==> config.mk <==
export PLATFORM = sky130hd
export DESIGN_NAME = kmsrf_seq
export DESIGN_NICKNAME = d
export VERILOG_FILES = /design/src/design/kmsrf_pkg.sv /design/src/design/kmsrf_seq.sv
export SDC_FILE = /design/constraint.sdc
export NUM_CORES = 1
export LEC_CHECK = 0
export CELL_PAD_IN_SITES_DETAIL_PLACEMENT = 1
export CELL_PAD_IN_SITES_GLOBAL_PLACEMENT = 2
export CORE_MARGIN = 10
export CORE_UTILIZATION = 36
export DETAILED_ROUTE_END_ITERATION = 8
export DONT_BUFFER_PORTS = 1
export PLACE_DENSITY_LB_ADDON = 0.1
export SLEW_MARGIN = 20
export SYNTH_ARGS = -nofsm -noshare
export SYNTH_HDL_FRONTEND = slang
export SYNTH_SLANG_ARGS = --single-unit
==> constraint.sdc <==
create_clock -name clk -period 4.8 [get_ports clk]
set_input_delay 0.48 -clock clk [delete_from_list [all_inputs] [get_ports clk]]
set_output_delay 0.48 -clock clk [all_outputs]
set_load 0.02 [all_outputs]
==> src/design/kmsrf_pkg.sv <==
// Shared types, constants and codes of the k-mer set read filter.
package kmsrf_pkg;

	// Default sizes handed to the top level.
	localparam int TABLE_ENTRIES_DEF = 1024;
	localparam int MAX_K_DEF         = 31;
	localparam int POSITION_BITS_DEF = 16;

	// Fixed field widths.
	localparam int KMER_KEY_W  = 62;
	localparam int CFG_K_W     = 5;
	localparam int MATCH_POS_W = 16;
	localparam int APB_ADDR_W  = 3;
	localparam int APB_DATA_W  = 32;

	localparam logic [CFG_K_W-1:0] KMER_LENGTH_RESET = 5'd31;

	// Register index of the configuration port.
	localparam logic [APB_ADDR_W-3:0] REG_KMER_LENGTH = 1'b0;

	// Command codes of an input beat.
	localparam logic CMD_INSERT    = 1'b0;
	localparam logic CMD_READ_BASE = 1'b1;

	// Kind codes of a result beat.
	localparam logic RES_INSERT = 1'b0;
	localparam logic RES_READ   = 1'b1;

	// Insert status codes.
	typedef enum logic [1:0] {
		INS_ADDED   = 2'd0,
		INS_PRESENT = 2'd1,
		INS_FULL    = 2'd2
	} ins_status_t;

	// Sequencer states.
	typedef enum logic [2:0] {
		ST_IDLE,
		ST_SCAN,
		ST_DECIDE,
		ST_WRITE_B,
		ST_INS_OUT,
		ST_READ_DONE
	} seq_state_t;

	// Commands from the sequencer to the key store.
	typedef struct packed {
		logic start;
		logic wr_a;
		logic wr_b;
	} store_ctrl_t;

	// Status from the key store to the sequencer.
	typedef struct packed {
		logic done;
		logic hit_a;
		logic hit_b;
	} store_stat_t;

endpackage

==> src/design/kmsrf_seq.sv <==
// Sequencer: insert decisions, the rolling read window and the result register.
module kmsrf_seq
	import kmsrf_pkg::*;
#(
	parameter int TABLE_ENTRIES = TABLE_ENTRIES_DEF,
	parameter int MAX_K         = MAX_K_DEF,
	parameter int POSITION_BITS = POSITION_BITS_DEF
) (
	input  logic                               clk,
	input  logic                               arst_n,
	input  logic [$clog2(MAX_K+1)-1:0]         k_eff,
	input  logic                               in_valid,
	output logic                               in_ready,
	input  logic                               command,
	input  logic [KMER_KEY_W-1:0]              kmer_key,
	input  logic [1:0]                         base_code,
	input  logic                               base_unknown,
	input  logic                               last_base,
	output logic                               out_valid,
	input  logic                               out_ready,
	output logic                               result_kind,
	output logic [1:0]                         insert_status,
	output logic                               read_kept,
	output logic [MATCH_POS_W-1:0]             match_position,
	output store_ctrl_t                        ctrl,
	input  store_stat_t                        stat,
	input  logic [$clog2(TABLE_ENTRIES+1)-1:0] count,
	output logic [2*MAX_K-1:0]                 key_a,
	output logic [2*MAX_K-1:0]                 key_b
);

	localparam int KEY_W = 2 * MAX_K;
	localparam int K_W   = $clog2(MAX_K + 1);
	localparam int CNT_W = $clog2(TABLE_ENTRIES + 1);
	localparam logic [POSITION_BITS-1:0] POS_MAX = '1;

	seq_state_t               state_q, state_d;
	logic [KEY_W-1:0]         key_a_q, key_b_q;
	logic                     palin_q;
	logic [KEY_W-1:0]         window_q;
	logic [K_W-1:0]           run_q;
	logic [POSITION_BITS-1:0] pos_q;
	logic                     matched_q;
	logic [POSITION_BITS-1:0] first_q;
	logic                     is_ins_q;
	logic                     lookup_q;
	logic                     last_q;
	ins_status_t              status_q, status_d;
	logic                     out_valid_q;
	logic                     kind_q;
	ins_status_t              out_status_q;
	logic                     kept_q;
	logic [MATCH_POS_W-1:0]   mpos_q;

	logic [KEY_W-1:0]         mask;
	logic [KEY_W-1:0]         fw;
	logic [KEY_W-1:0]         fw_rev;
	logic [KEY_W-1:0]         rc;
	logic [KEY_W-1:0]         win_d;
	logic [K_W-1:0]           run_d;
	logic                     lookup_d;
	logic                     has_a, has_b;
	logic [1:0]               need;
	logic [CNT_W:0]           fill_sum;
	logic                     match_now;
	logic                     matched_d;
	logic [POSITION_BITS-1:0] first_calc;
	logic [POSITION_BITS-1:0] first_d;
	logic [POSITION_BITS-1:0] pos_inc;
	logic [31:0]              first_ext;
	logic [MATCH_POS_W-1:0]   first_sat;
	logic                     out_free;
	logic                     take_ins, take_read, status_ld, read_commit, out_ld;
	logic                     out_kind_d;
	ins_status_t              out_status_d;
	logic                     out_kept_d;
	logic [MATCH_POS_W-1:0]   out_pos_d;

	assign key_a = key_a_q;
	assign key_b = key_b_q;

	// Key mask for the current k; a shift past the width leaves all ones.
	assign mask = ~({KEY_W{1'b1}} << (2 * k_eff));
	assign fw   = KEY_W'(kmer_key) & mask;

	// Reverse complement: complement and reverse all base slots, then align to k bases.
	always_comb begin
		for (int i = 0; i < MAX_K; i++) begin
			fw_rev[2*(MAX_K-1-i) +: 2] = ~fw[2*i +: 2];
		end
	end
	assign rc = (fw_rev >> (2 * (MAX_K - int'(k_eff)))) & mask;

	// Rolling window update for a read base.
	assign win_d    = base_unknown ? '0 : (((window_q << 2) | KEY_W'(base_code)) & mask);
	assign run_d    = base_unknown ? '0 : ((run_q < k_eff) ? run_q + 1'b1 : run_q);
	assign lookup_d = !base_unknown && (run_d >= k_eff) && !matched_q;

	// Insert decision from the scan hits.
	assign has_a    = stat.hit_a;
	assign has_b    = palin_q || stat.hit_b;
	assign need     = {1'b0, !has_a} + {1'b0, !has_b};
	assign fill_sum = (CNT_W+1)'(count) + (CNT_W+1)'(need);

	// Read verdict arithmetic.
	assign match_now  = lookup_q && stat.hit_a;
	assign matched_d  = matched_q || match_now;
	assign first_calc = (pos_q == POS_MAX) ? POS_MAX
		: (pos_q + 1'b1 - POSITION_BITS'(k_eff));
	assign first_d    = match_now ? first_calc : first_q;
	assign pos_inc    = (pos_q == POS_MAX) ? pos_q : pos_q + 1'b1;
	assign first_ext  = 32'(first_d);
	assign first_sat  = (first_ext > 32'd65535) ? '1 : first_ext[MATCH_POS_W-1:0];

	assign out_free = !out_valid_q || out_ready;

	// State register.
	always_ff @(posedge clk or negedge arst_n) begin
		if (!arst_n) begin
			state_q <= ST_IDLE;
		end else begin
			state_q <= state_d;
		end
	end

	// Next state and strobes.
	always_comb begin
		state_d     = state_q;
		ctrl        = '0;
		in_ready    = 1'b0;
		take_ins    = 1'b0;
		take_read   = 1'b0;
		status_ld   = 1'b0;
		status_d    = status_q;
		read_commit = 1'b0;
		out_ld      = 1'b0;
		case (state_q)
			ST_IDLE: begin
				in_ready = 1'b1;
				if (in_valid) begin
					if (command == CMD_INSERT) begin
						take_ins   = 1'b1;
						ctrl.start = 1'b1;
						state_d    = ST_SCAN;
					end else begin
						take_read = 1'b1;
						if (lookup_d) begin
							ctrl.start = 1'b1;
							state_d    = ST_SCAN;
						end else begin
							state_d = ST_READ_DONE;
						end
					end
				end
			end
			ST_SCAN: begin
				if (stat.done) begin
					state_d = is_ins_q ? ST_DECIDE : ST_READ_DONE;
				end
			end
			ST_DECIDE: begin
				status_ld = 1'b1;
				if (need == 2'd0) begin
					status_d = INS_PRESENT;
					state_d  = ST_INS_OUT;
				end else if (fill_sum > (CNT_W+1)'(TABLE_ENTRIES)) begin
					status_d = INS_FULL;
					state_d  = ST_INS_OUT;
				end else begin
					status_d = INS_ADDED;
					if (!has_a) begin
						ctrl.wr_a = 1'b1;
						state_d   = has_b ? ST_INS_OUT : ST_WRITE_B;
					end else begin
						ctrl.wr_b = 1'b1;
						state_d   = ST_INS_OUT;
					end
				end
			end
			ST_WRITE_B: begin
				ctrl.wr_b = 1'b1;
				state_d   = ST_INS_OUT;
			end
			ST_INS_OUT: begin
				if (out_free) begin
					out_ld  = 1'b1;
					state_d = ST_IDLE;
				end
			end
			ST_READ_DONE: begin
				if (!last_q || out_free) begin
					read_commit = 1'b1;
					out_ld      = last_q;
					state_d     = ST_IDLE;
				end
			end
			default: begin
				state_d = ST_IDLE;
			end
		endcase
	end

	// Result values for the output register.
	always_comb begin
		if (is_ins_q) begin
			out_kind_d   = RES_INSERT;
			out_status_d = status_q;
			out_kept_d   = 1'b0;
			out_pos_d    = '0;
		end else begin
			out_kind_d   = RES_READ;
			out_status_d = INS_ADDED;
			out_kept_d   = matched_d;
			out_pos_d    = matched_d ? first_sat : '0;
		end
	end

	// Keys under comparison.
	always_ff @(posedge clk) begin
		if (take_ins) begin
			key_a_q <= fw;
			key_b_q <= rc;
			palin_q <= (fw == rc);
		end else if (take_read) begin
			key_a_q <= win_d;
			key_b_q <= win_d;
			palin_q <= 1'b1;
		end
	end

	// Read state, item flags and result valid.
	always_ff @(posedge clk or negedge arst_n) begin
		if (!arst_n) begin
			window_q    <= '0;
			run_q       <= '0;
			pos_q       <= '0;
			matched_q   <= 1'b0;
			first_q     <= '0;
			is_ins_q    <= 1'b0;
			lookup_q    <= 1'b0;
			last_q      <= 1'b0;
			status_q    <= INS_ADDED;
			out_valid_q <= 1'b0;
		end else begin
			if (take_ins) begin
				is_ins_q <= 1'b1;
			end
			if (take_read) begin
				is_ins_q <= 1'b0;
				window_q <= win_d;
				run_q    <= run_d;
				lookup_q <= lookup_d;
				last_q   <= last_base;
			end
			if (status_ld) begin
				status_q <= status_d;
			end
			if (read_commit) begin
				if (last_q) begin
					window_q  <= '0;
					run_q     <= '0;
					pos_q     <= '0;
					matched_q <= 1'b0;
					first_q   <= '0;
				end else begin
					matched_q <= matched_d;
					first_q   <= first_d;
					pos_q     <= pos_inc;
				end
			end
			if (out_ld) begin
				out_valid_q <= 1'b1;
			end else if (out_ready) begin
				out_valid_q <= 1'b0;
			end
		end
	end

	// Result payload register.
	always_ff @(posedge clk) begin
		if (out_ld) begin
			kind_q       <= out_kind_d;
			out_status_q <= out_status_d;
			kept_q       <= out_kept_d;
			mpos_q       <= out_pos_d;
		end
	end

	assign out_valid      = out_valid_q;
	assign result_kind    = kind_q;
	assign insert_status  = out_status_q;
	assign read_kept      = kept_q;
	assign match_position = mpos_q;

`ifndef NO_ASSERTIONS
	a_accept_leaves_idle: assert property (@(posedge clk) disable iff (!arst_n)
		(in_valid && in_ready) |=> (state_q != ST_IDLE))
		else $error("seq: accepted beat left the sequencer idle");

	a_write_b_order: assert property (@(posedge clk) disable iff (!arst_n)
		(state_q == ST_WRITE_B) |-> $past(state_q == ST_DECIDE))
		else $error("seq: second key write not after decision");

	a_done_in_scan: assert property (@(posedge clk) disable iff (!arst_n)
		stat.done |-> (state_q == ST_SCAN))
		else $error("seq: scan finished outside the scan state");
`endif

endmodule

==> results by group <==
STA
  • Period utilisation layout: 0.958
  • RSZ-0062 raised after global routing: false
  • Tmin final: 4.60 ns
  • Total Neg Setup Slack: 0 ns
  • Skew final: roughly 0.028 ns
  • Fmax: 0.217 GHz
  • Setup WS post-layout: ~0.20 ns
  • Final hold viol count: 0
  • Slew headroom: 0.223
  • Number of setup violations in the final report: 0
  • Worst-margin pin slew: 1.15 ns
  • Max-slew violations: 0

Power and ir drop
  • Power density cells: 412 nW/µm²
  • P_leak: 0.00726 µW
  • Worst VDD drop: 303 µV

Finish
  • Register area: around 7000 µm²
  • Multi-input gate area: 10100 µm²
  • Net count, final: 2147
  • Proportion of layout cells with a drive suffix above 1: 0.106
  • Most common cell after layout, fill and taps aside: nand2_1
  • Diode count: 0
  • Area growth from synthesis to layout: 10.0%
  • Fillcell total: 5703
  • Final instance area: 19800 µm²
  • Commonest cells after routing, fill and taps aside: nand2_1 (278), a21oi_1 (230), nor2_1 (216)

Critical path
  • Setup crit start kind: flop
  • Critical path type: flop to output port
  • WP data arrival: 4.12 ns
  • Critical Path Sink Type: output port
  • Required @ worst endpoint: 4.32 ns
  • Critical path fanouts, max: 4

Global route
  • Met2 GRT Util: 0.501
  • Vias in the first global route: between 15000 and 20000
  • Pin count of the biggest net entering global routing: 115
  • Initial antenna violation count: 3
  • Overall routing resource usage: 0.324
  • Met3 Track Usage GR: 0.0778
  • GRT overflow: 0
  • Met1 usage: 0.412
  • First-pass GRT wire length: 140000 µm
  • Layer with the highest usage: met2

Placed design
  • Detailed Place HPWL: 75600 µm
  • PortBufs: 0
  • Post-DP Area: 18800 µm²
  • Place WS: a little over 0.6 ns
  • Gp weighted congestion: approximately 1.1

Route
  • Wire per inst: 36.6 µm
  • Vias per inst: 6.58
  • Vias: roughly 18000
  • Drt pass-1 iters: 6
  • Final ANT Viol Nets: 0
  • Final WL: 99700 µm
  • Initial DRC count: between 1500 and 2000
  • Remaining DRCs: 0

Clock tree
  • CTS tree: done
  • Post-CTS setup buffers: 0
  • Worst skew pair latency: 0.59 ns
  • CTS sink cnt: 252
  • CTS Buf Count: 29
  • Root buf cell: clkbuf_16
  • Max Buffers Root-to-Sink: 3
  • H-tree depth: 1
  • Clock-pin slew on the worst setup and hold paths: 0.06 ns

Floorplan
  • Die Ht: roughly 240 µm
  • Core Footprint: 49200 µm²
  • Area of the die: 59300 µm²
  • Cell row count: 81
  • Initial Util: 0.366
  • Die W: 243 µm
  • I/O pin total: approximately 240

Synthesis
  • Synth Register Bits: 252
  • Syn_nets: 2190
  • Distinct cells, synth: 91
  • Yosys warns: 0
  • Synth Flop Type: edfxtp_1
  • Post-synthesis sequential area ratio: 0.391
  • Async S/R FF share, synth: 0.425
  • Post-synth EDFFs: 145
  • Mapped Cells: 2077
  • Syn_area_per_cell: 8.66 µm²
  • Mapped cell area: around 18000 µm²

Worst hold path
  • Hold Crit Class: input port to flop

Flow run
  • Maxcap violations: 0

Run status
  • Status: completed
## worst paths after layout
check / startpoint / end / slack [ns] / depth (start not counted)
max: palin_q / ctrl[0] / 0.20 / 12
min: base_unknown / lookup_q / 0.04 / 1
max reg2reg: pos_q[0] / match_position[10] / 0.82 / 11
min reg2reg: first_q[15] / first_q[15] / 0.48 / 2
max in group asynchronous: arst_n / window_q[46] / 3.70 / 2
min in group asynchronous: arst_n / window_q[16] / 0.58 / 2
## metrics by stage
| stage | hold slack, ns | util | power [µW] | cells |
|---|---|---|---|---|
| after CTS | 0.0110 | 0.402 | 8170 | 2721 |
| after floorplan | 0.184 | - | 4980 | 2077 |
| after global placement | 0.194 | 0.382 | 5790 | 2664 |
| after global routing | 0.0200 | 0.402 | 8520 | 2721 |
| final | 0.0391 | 0.402 | 8150 | 2721 |
| after detailed placement | 0.191 | 0.382 | 5850 | 2664 |
## logic make-up after synthesis
| kind of cell | count (synthesis) | share of synthesized area |
|---|---|---|
| mux | 124 | 0.0874 |
| fa+ha+maj | 23 | 0.0168 |
| xor+xnor | 67 | 0.0326 |
| flops | 252 | 0.391 |
| simple gates | 838 | 0.219 |
| compound gates | 576 | 0.204 |
| buf+inv | 197 | 0.0491 |
## routing by layer
layer	vias up	routed length [µm]
li1	7557	-
met1	9127	40300
met2	970	44300
met3	242	8940
met4	6	6060
met5	-	58
## state kept, by name (all words and copies together), names as in the netlist, 2 cells and up
signal          cells
first_q            16
run_q               5
key_a              62
pos_q              16
status_q            2
state_q             3
window_q           60
key_b              62
insert_status       2
match_position     16
## synthesized netlist by cell type, types with 21 or more instances
cell type	count	area share
nand2_1	279	0.058
a21oi_1	231	0.064
nor2_1	219	0.046
edfxtp_1	145	0.24
dfrtp_1	107	0.15
clkbuf_1	94	0.020
o21ai_0	90	0.025
nand3_1	85	0.024
mux2i_1	68	0.038
nor3_1	48	0.013
xnor2_1	40	0.019
o22ai_1	39	0.014
nand2b_1	34	0.012
inv_1	33	0.0069
buf_2	31	0.0086
mux2_2	31	0.019
nor2b_1	30	0.010
a22oi_1	27	0.011
xor2_1	27	0.013
buf_1	25	0.0052
ha_1	21	0.015
## timing repair
| action | in CTS | in global routing |
|---|---|---|
| resized for setup | 1 | 3 |
| endpoints found under the hold margin | 108 | 0 |
| hold buffers | 3 | 0 |
| endpoints found under the setup margin | 1 | 2 |
## cell type report
type                            count  share of cell area
Multi-Input combinational cell   1628               0.510
Sequential cell                   252               0.356
Tap cell                          664              0.0420
Clock buffer                       39              0.0396
Timing Repair Buffer               90              0.0373
Clock inverter                     15             0.00867
Inverter                           33             0.00645
## where the power goes
group / internal, µW / switching (µW) / total [µW]
Sequential: 2830 / 650 / 3480
Clock: 1310 / 970 / 2280
Combinational: 745 / 1650 / 2390
## worst max-delay path, cell delays in order (launching register included)
cell and delay, ns:
edfxtp_1 0.49, or2_2 0.33, inv_1 0.09, ha_1 0.23, ha_1 0.22, fa_1 0.43
or4b_2 0.68, o21ai_0 0.09, a32o_1 0.14, o211ai_1 0.08, nand3_1 0.14, nor3b_2 0.30
a32o_1 0.31
(Power assumes the default switching activity.)
